==> config.mk <==
export PLATFORM = sky130hd
export DESIGN_NAME = bresenham_line_rasterizer_top
export DESIGN_NICKNAME = d
export VERILOG_FILES = /design/src/hdl/blr_pkg.sv /design/src/hdl/blr_front.sv /design/src/hdl/blr_queue.sv /design/src/hdl/blr_back.sv /design/src/hdl/bresenham_line_rasterizer_top.sv
export SDC_FILE = /design/constraint.sdc
export NUM_CORES = 1
export LEC_CHECK = 0
export BUFFER_PORTS_ARGS = -buffer_cell sky130_fd_sc_hd__buf_2
export CORE_MARGIN = 3
export CORE_UTILIZATION = 40
export CTS_CLUSTER_DIAMETER = 30
export DETAILED_ROUTE_END_ITERATION = 10
export GPL_TIMING_DRIVEN = 0
export PLACE_DENSITY = 0.68
export SLEW_MARGIN = 25
export SYNTH_ARGS = -nofsm -noshare
export SYNTH_HDL_FRONTEND = slang
export SYNTH_SLANG_ARGS = --single-unit
==> constraint.sdc <==
create_clock -name clk -period 7.4 [get_ports clk]
set_input_delay 0.74 -clock clk [delete_from_list [all_inputs] [get_ports clk]]
set_output_delay 0.74 -clock clk [all_outputs]
set_load 0.05 [all_outputs]
==> src/hdl/blr_pkg.sv <==
// Package for the Bresenham line rasterizer: widths, stream packing, queue item type.
// No dependencies; imported by every hdl module.
`default_nettype none

package blr_pkg;

    localparam int COORD_BITS  = 10;
    localparam int DEC_BITS    = COORD_BITS + 3;
    localparam int STR_BITS    = COORD_BITS + 2;
    localparam int S_TDATA_W   = ((4 * COORD_BITS + 7) / 8) * 8;
    localparam int M_TDATA_W   = ((2 * COORD_BITS + 7) / 8) * 8;
    localparam int QUEUE_DEPTH = 2;
    localparam int QPTR_W      = $clog2(QUEUE_DEPTH);
    localparam int QCNT_W      = $clog2(QUEUE_DEPTH + 1);

    localparam logic OP_START   = 1'b0;
    localparam logic OP_ADVANCE = 1'b1;

    typedef logic [COORD_BITS-1:0] coord_t;

    // classified item handed from front to back
    typedef struct packed {
        logic                       is_advance;
        logic                       swapped;
        coord_t                     major_pos;
        coord_t                     minor_pos;
        coord_t                     major_goal;
        logic                       major_neg;
        logic                       minor_neg;
        logic signed [DEC_BITS-1:0] decision;
        logic [STR_BITS-1:0]        straight_inc;
        logic signed [DEC_BITS-1:0] diagonal_inc;
    } blr_cmd_t;

    typedef struct packed {
        logic   pixel_valid;
        coord_t pixel_x;
        coord_t pixel_y;
        logic   last_pixel;
    } blr_pixel_t;

endpackage

`default_nettype wire

==> src/hdl/blr_front.sv <==
// Front end: unpacks an input item and, for a start, does the octant setup.
// Depends on blr_pkg.
`default_nettype none

module blr_front
    import blr_pkg::*;
(
    input  wire logic                 op,
    input  wire logic [S_TDATA_W-1:0] data,
    output blr_cmd_t                  cmd
);

    coord_t                       x0, y0, x1, y1;
    logic signed [COORD_BITS:0]   dx, dy;
    coord_t                       adx, ady, dmaj, dmin;
    logic                         swap;

    assign x0 = data[0*COORD_BITS +: COORD_BITS];
    assign y0 = data[1*COORD_BITS +: COORD_BITS];
    assign x1 = data[2*COORD_BITS +: COORD_BITS];
    assign y1 = data[3*COORD_BITS +: COORD_BITS];

    assign dx = $signed({1'b0, x1}) - $signed({1'b0, x0});
    assign dy = $signed({1'b0, y1}) - $signed({1'b0, y0});

    assign adx = dx[COORD_BITS] ? COORD_BITS'(-dx) : dx[COORD_BITS-1:0];
    assign ady = dy[COORD_BITS] ? COORD_BITS'(-dy) : dy[COORD_BITS-1:0];

    assign swap = (adx < ady);
    assign dmaj = swap ? ady : adx;
    assign dmin = swap ? adx : ady;

    always_comb
    begin
        cmd.is_advance   = (op == OP_ADVANCE);
        cmd.swapped      = swap;
        cmd.major_pos    = swap ? y0 : x0;
        cmd.minor_pos    = swap ? x0 : y0;
        cmd.major_goal   = swap ? y1 : x1;
        cmd.major_neg    = swap ? dy[COORD_BITS] : dx[COORD_BITS];
        cmd.minor_neg    = swap ? dx[COORD_BITS] : dy[COORD_BITS];
        cmd.decision     = $signed({2'b00, dmin, 1'b0}) - $signed({3'b000, dmaj});
        cmd.straight_inc = {1'b0, dmin, 1'b0};
        cmd.diagonal_inc = $signed({2'b00, dmin, 1'b0}) - $signed({2'b00, dmaj, 1'b0});
    end

endmodule

`default_nettype wire

==> src/hdl/blr_queue.sv <==
// Short register queue between front and back; push and pop can happen in the same cycle.
// Depends on blr_pkg.
`default_nettype none

module blr_queue
    import blr_pkg::*;
(
    input  wire logic     clk,
    input  wire logic     rst_n,
    input  wire logic     push,
    input  blr_cmd_t      push_cmd,
    output logic          not_full,
    input  wire logic     pop,
    output logic          not_empty,
    output blr_cmd_t      pop_cmd
);

    blr_cmd_t             entry_reg [QUEUE_DEPTH];
    logic [QPTR_W-1:0]    wr_ptr_reg, wr_ptr_next;
    logic [QPTR_W-1:0]    rd_ptr_reg, rd_ptr_next;
    logic [QCNT_W-1:0]    count_reg, count_next;
    logic                 do_push, do_pop;

    assign not_full  = (count_reg != QCNT_W'(QUEUE_DEPTH));
    assign not_empty = (count_reg != '0);
    assign do_push   = push && not_full;
    assign do_pop    = pop && not_empty;
    assign pop_cmd   = entry_reg[rd_ptr_reg];

    always_comb
    begin
        wr_ptr_next = wr_ptr_reg;
        rd_ptr_next = rd_ptr_reg;
        count_next  = count_reg;
        if (do_push)
        begin
            wr_ptr_next = (wr_ptr_reg == QPTR_W'(QUEUE_DEPTH - 1)) ? '0 : wr_ptr_reg + 1'b1;
        end
        if (do_pop)
        begin
            rd_ptr_next = (rd_ptr_reg == QPTR_W'(QUEUE_DEPTH - 1)) ? '0 : rd_ptr_reg + 1'b1;
        end
        if (do_push && !do_pop)
        begin
            count_next = count_reg + 1'b1;
        end
        else if (!do_push && do_pop)
        begin
            count_next = count_reg - 1'b1;
        end
    end

    always_ff @(posedge clk or negedge rst_n)
    begin
        if (!rst_n)
        begin
            wr_ptr_reg <= '0;
            rd_ptr_reg <= '0;
            count_reg  <= '0;
        end
        else
        begin
            wr_ptr_reg <= wr_ptr_next;
            rd_ptr_reg <= rd_ptr_next;
            count_reg  <= count_next;
        end
    end

    always_ff @(posedge clk)
    begin
        if (do_push)
        begin
            entry_reg[wr_ptr_reg] <= push_cmd;
        end
    end

endmodule

`default_nettype wire

==> src/hdl/blr_back.sv <==
// Back end: line state, one Bresenham step per advance item, registered pixel output.
// Depends on blr_pkg.
`default_nettype none

module blr_back
    import blr_pkg::*;
(
    input  wire logic  clk,
    input  wire logic  rst_n,
    input  wire logic  cmd_valid,
    input  blr_cmd_t   cmd,
    output logic       cmd_take,
    output logic       out_valid,
    input  wire logic  out_ready,
    output blr_pixel_t out_pixel
);

    logic                       active_reg, active_next;
    logic                       swapped_reg, swapped_next;
    coord_t                     major_reg, major_next;
    coord_t                     minor_reg, minor_next;
    coord_t                     goal_reg, goal_next;
    logic                       major_neg_reg, major_neg_next;
    logic                       minor_neg_reg, minor_neg_next;
    logic signed [DEC_BITS-1:0] dec_reg, dec_next;
    logic [STR_BITS-1:0]        str_reg, str_next;
    logic signed [DEC_BITS-1:0] diag_reg, diag_next;
    logic                       out_valid_reg;
    blr_pixel_t                 pix_reg, pix_next;
    logic                       last;

    assign cmd_take  = cmd_valid && (!out_valid_reg || out_ready);
    assign out_valid = out_valid_reg;
    assign out_pixel = pix_reg;

    always_comb
    begin
        active_next    = active_reg;
        swapped_next   = swapped_reg;
        major_next     = major_reg;
        minor_next     = minor_reg;
        goal_next      = goal_reg;
        major_neg_next = major_neg_reg;
        minor_neg_next = minor_neg_reg;
        dec_next       = dec_reg;
        str_next       = str_reg;
        diag_next      = diag_reg;
        pix_next       = '0;
        last           = 1'b0;
        if (!cmd.is_advance)
        begin
            swapped_next   = cmd.swapped;
            major_next     = cmd.major_pos;
            minor_next     = cmd.minor_pos;
            goal_next      = cmd.major_goal;
            major_neg_next = cmd.major_neg;
            minor_neg_next = cmd.minor_neg;
            dec_next       = cmd.decision;
            str_next       = cmd.straight_inc;
            diag_next      = cmd.diagonal_inc;
        end
        else if (active_reg)
        begin
            if (dec_reg <= 0)
            begin
                dec_next = dec_reg + $signed({1'b0, str_reg});
            end
            else
            begin
                dec_next   = dec_reg + diag_reg;
                minor_next = minor_neg_reg ? minor_reg - 1'b1 : minor_reg + 1'b1;
            end
            major_next = major_neg_reg ? major_reg - 1'b1 : major_reg + 1'b1;
        end
        if (!cmd.is_advance || active_reg)
        begin
            last                 = (major_next == goal_next);
            active_next          = !last;
            pix_next.pixel_valid = 1'b1;
            pix_next.pixel_x     = swapped_next ? minor_next : major_next;
            pix_next.pixel_y     = swapped_next ? major_next : minor_next;
            pix_next.last_pixel  = last;
        end
    end

    always_ff @(posedge clk or negedge rst_n)
    begin
        if (!rst_n)
        begin
            active_reg    <= 1'b0;
            swapped_reg   <= 1'b0;
            major_reg     <= '0;
            minor_reg     <= '0;
            goal_reg      <= '0;
            major_neg_reg <= 1'b0;
            minor_neg_reg <= 1'b0;
            dec_reg       <= '0;
            str_reg       <= '0;
            diag_reg      <= '0;
            out_valid_reg <= 1'b0;
        end
        else
        begin
            if (cmd_take)
            begin
                active_reg    <= active_next;
                swapped_reg   <= swapped_next;
                major_reg     <= major_next;
                minor_reg     <= minor_next;
                goal_reg      <= goal_next;
                major_neg_reg <= major_neg_next;
                minor_neg_reg <= minor_neg_next;
                dec_reg       <= dec_next;
                str_reg       <= str_next;
                diag_reg      <= diag_next;
                out_valid_reg <= 1'b1;
            end
            else if (out_ready)
            begin
                out_valid_reg <= 1'b0;
            end
        end
    end

    always_ff @(posedge clk)
    begin
        if (cmd_take)
        begin
            pix_reg <= pix_next;
        end
    end

endmodule

`default_nettype wire

==> src/hdl/bresenham_line_rasterizer_top.sv <==
// Top level of the Bresenham line rasterizer: front setup, item queue, stepping back end.
// Depends on blr_pkg, blr_front, blr_queue, blr_back.
//
//  channel   dir  handshake                       payload
//  s_axis    in   s_axis_tvalid / s_axis_tready   tuser = op; tdata = endpoints
//  m_axis    out  m_axis_tvalid / m_axis_tready   tuser = pixel_valid; tdata = pixel; tlast
//
// One item per cycle sustained while m_axis_tready stays high. With the queue empty, an item
// taken on s_axis is written into the queue, then taken by the back end into its pixel register.
// The rate is set by the back end, which updates the line state registers once per item taken.
// Reset clears the line state to idle; no clearing pass.
// While a result waits on m_axis_tready the two-entry queue takes up to two more items,
// then s_axis_tready drops until the back end moves again.
`default_nettype none

module bresenham_line_rasterizer_top
    import blr_pkg::*;
(
    input  wire logic                 clk,
    input  wire logic                 rst_n,
    input  wire logic                 s_axis_tvalid,
    output logic                      s_axis_tready,
    input  wire logic [S_TDATA_W-1:0] s_axis_tdata,  // x_start, y_start, x_end, y_end
    input  wire logic                 s_axis_tuser,  // op
    output logic                      m_axis_tvalid,
    input  wire logic                 m_axis_tready,
    output logic [M_TDATA_W-1:0]      m_axis_tdata,  // pixel_x, pixel_y
    output logic                      m_axis_tuser,  // pixel_valid
    output logic                      m_axis_tlast   // last_pixel
);

    blr_cmd_t   front_cmd, queue_cmd;
    logic       queue_not_empty, queue_pop;
    blr_pixel_t pixel;

    blr_front u_front
    (
        .op   (s_axis_tuser),
        .data (s_axis_tdata),
        .cmd  (front_cmd)
    );

    blr_queue u_queue
    (
        .clk       (clk),
        .rst_n     (rst_n),
        .push      (s_axis_tvalid),
        .push_cmd  (front_cmd),
        .not_full  (s_axis_tready),
        .pop       (queue_pop),
        .not_empty (queue_not_empty),
        .pop_cmd   (queue_cmd)
    );

    blr_back u_back
    (
        .clk       (clk),
        .rst_n     (rst_n),
        .cmd_valid (queue_not_empty),
        .cmd       (queue_cmd),
        .cmd_take  (queue_pop),
        .out_valid (m_axis_tvalid),
        .out_ready (m_axis_tready),
        .out_pixel (pixel)
    );

    assign m_axis_tdata = M_TDATA_W'({pixel.pixel_y, pixel.pixel_x});
    assign m_axis_tuser = pixel.pixel_valid;
    assign m_axis_tlast = pixel.last_pixel;

endmodule

`default_nettype wire

==> results.json <==
{
  "hp-class": "in2async",
  "coreArea_sq_mm": 0.0328,
  "tightest_slew_ns": 0.971,
  "whs_ns": 0.231,
  "cts_htree_levels": 2,
  "grt_start_max_net_pins": 43,
  "setup_viol": 0,
  "ys_seq_elements": 229,
  "drv_slew": 0,
  "dpl.hpwl_um": 26500,
  "finalCriticalPeriod_ns": 7.24,
  "routed_via_density": 5.54,
  "clk_latency_ns": 0.53,
  "io_buffers": 68,
  "largest_register_ffs": 134,
  "grt_pass1_vias": 10300,
  "synth_area_leaders": "edfxtp_1 (35%), dfrtp_1 (14%), ha_1 (6.1%)",
  "slowest_delay_ns": 0.46,
  "antenna_found_initial": 0,
  "cts_made_buffers": 41,
  "ys_warn_count": 0,
  "cts_root_buf": "clkbuf_16",
  "wire_per_inst_um": 18.5,
  "yosysTopAreaCellShare_pct": 34.9,
  "overflow": 0,
  "tns_ns": 0,
  "yosysSeqAreaShare_pct": 48.4,
  "ys_async_sr_fraction_pct": 31.9,
  "place.gp.congestion": 0.959,
  "cp_max_fo": 10,
  "wirelength_um": 36000,
  "crit_arrival_ns": 7.55,
  "antenna_cells": 0,
  "ys_types": 77,
  "yosysMostFrequentCell": "nand2_1",
  "synthFlopType": "edfxtp_1",
  "drc": 0,
  "die_area_sq_mm": 0.0358,
  "firstDrtPassIters": 5,
  "drive_gt1_share_pct": 16.3,
  "chipHeight_um": 189,
  "cts_tree": "done",
  "crit_top_cell": "a21o_1",
  "grt_pass1_wl_um": 56000,
  "cp-end-kind": "flip-flop",
  "syn2layout_area_growth_pct": 22.0,
  "num_vias": 10800,
  "rows": 66,
  "synth_top_area_cell": "edfxtp_1",
  "max_freq_mhz": 138,
  "crit_type": "in2reg",
  "relSlewSlack_pct": 35.3,
  "finalHoldViolations": 0,
  "num-nets-final": 1590,
  "maxCapViolCount": 0,
  "crit_required_ns": 7.71,
  "finalClockSkew_ns": 0.0441,
  "synth_common_cells": "nand2_1 (196), edfxtp_1 (156), a21oi_1 (140)",
  "synth_area_sq_mm": 0.0134,
  "slowest_stage": "xnor2_2",
  "status": "completed",
  "syn_inst": 1338,
  "avgSynthCellArea_sq_um": 10.0,
  "final.period_utilization_pct": 97.8,
  "grt_use_total_pct": 19.6,
  "initial_core_util_pct": 41.0,
  "pin_count": 73,
  "fp.dieW_um": 189,
  "drt.antenna.violating_nets": 0,
  "cp-start-kind": "input port",
  "synth_edf_count": 156,
  "drt_iter0_markers": 940,
  "cts.sinks": 229,
  "clk_pin_slew_ns": 0.05,
  "cts_max_path_buffers": 3
}
==> per-layer routing <==
metal | vias up | track usage [%] | part of all wire [%]
met5 | - | 0 | 0
met4 | 0 | 5.80 | 2.8
li1 | 5046 | - | -
met1 | 5266 | 27.3 | 45
met3 | 70 | 2.87 | 6.7
met2 | 418 | 31.8 | 46
==> critical path: cells and delay by family <==
kind	cells	cell delay, ns
adder cells (fa/ha/maj)	6	2.01
XOR/XNOR	1	0.46
AND/OR/NAND/NOR	6	0.69
AO/OA/AOI/OAI	13	2.80
buffers and inverters	5	0.84
==> per-stage QoR <==
step	cell area [sq um]	setup WS, ns	util (%)	std cells
floorplan	13500	0.0122	-	1341
global placement	14400	-1.78	43.8	1851
detailed placement	14500	-1.85	44.3	1856
CTS	16200	0.00823	49.5	1943
global route	16400	-0.0151	50.0	1948
finish	16400	0.161	50.0	1948
==> worst paths after layout <==
check	endpoint	cells past startpoint	startpoint	slack [ns]
min in group clk	u_queue.entry_reg[0][69]	1	s_axis_tuser	0.40
max reg2reg	u_back.out_pixel[0]	14	u_back.major_neg_reg	2.97
max	u_queue.entry_reg[1][33]	31	s_axis_tdata[10]	0.16
min	u_back.diag_reg[8]	1	rst_n	0.23
max in group asynchronous	u_back.diag_reg[4]	2	rst_n	6.55
min reg2reg	u_back.out_valid	2	u_back.out_valid	0.50
==> placed cells by master (no fill, tap or decap), types with 5 or more instances in the layout <==
master,n
nand2_1,196
edfxtp_1,156
a21oi_1,134
nor2_1,106
o21ai_0,74
dfrtp_1,73
mux2i_1,69
buf_2,68
inv_1,61
ha_1,61
xnor2_1,55
clkbuf_16,43
clkbuf_1,39
buf_4,25
xor2_1,21
o21bai_1,19
a211oi_1,18
nor2b_1,15
mux2_2,14
a21o_1,14
nand3_1,14
nor3_1,14
buf_1,12
nand2b_1,10
nor4_1,7
o21ai_1,7
bufinv_16,7
a31oi_1,6
o31ai_1,6
or2_2,5
o21a_1,5
ha_4,5
==> cell families after synthesis <==
group / share of synthesized area [%]
muxes: 6.31
DFF: 48.4
adders and majority gates: 7.26
buffers and inverters: 3.73
xor gates and xnor gates: 5.47
other: 0.0279
AOI/OAI and AO/OA: 15.9
and+or+nand+nor: 12.9
==> repair_timing <==
action | CTS | global route
resized for setup | 25 | 34
setup endpoints to repair | 16 | 8
hold buffers | 0 | 0
pin swaps | 10 | 15
setup buffers | 11 | 6
==> layout make-up <==
| type | instances | area, sq um |
|---|---|---|
| Fill cell | 2976 | 16400 |
| Multi-Input combinational cell | 987 | 6730 |
| Sequential cell | 229 | 6510 |
| Clock buffer | 49 | 1110 |
| Timing Repair Buffer | 90 | 593 |
| Tap cell | 442 | 553 |
| Clock inverter | 27 | 382 |
| Buffer | 59 | 277 |
| Inverter | 65 | 244 |
Power is left out: the tool's default activity adds up to more than one toggle a clock period on the data nets, which glitch-free logic cannot reach.
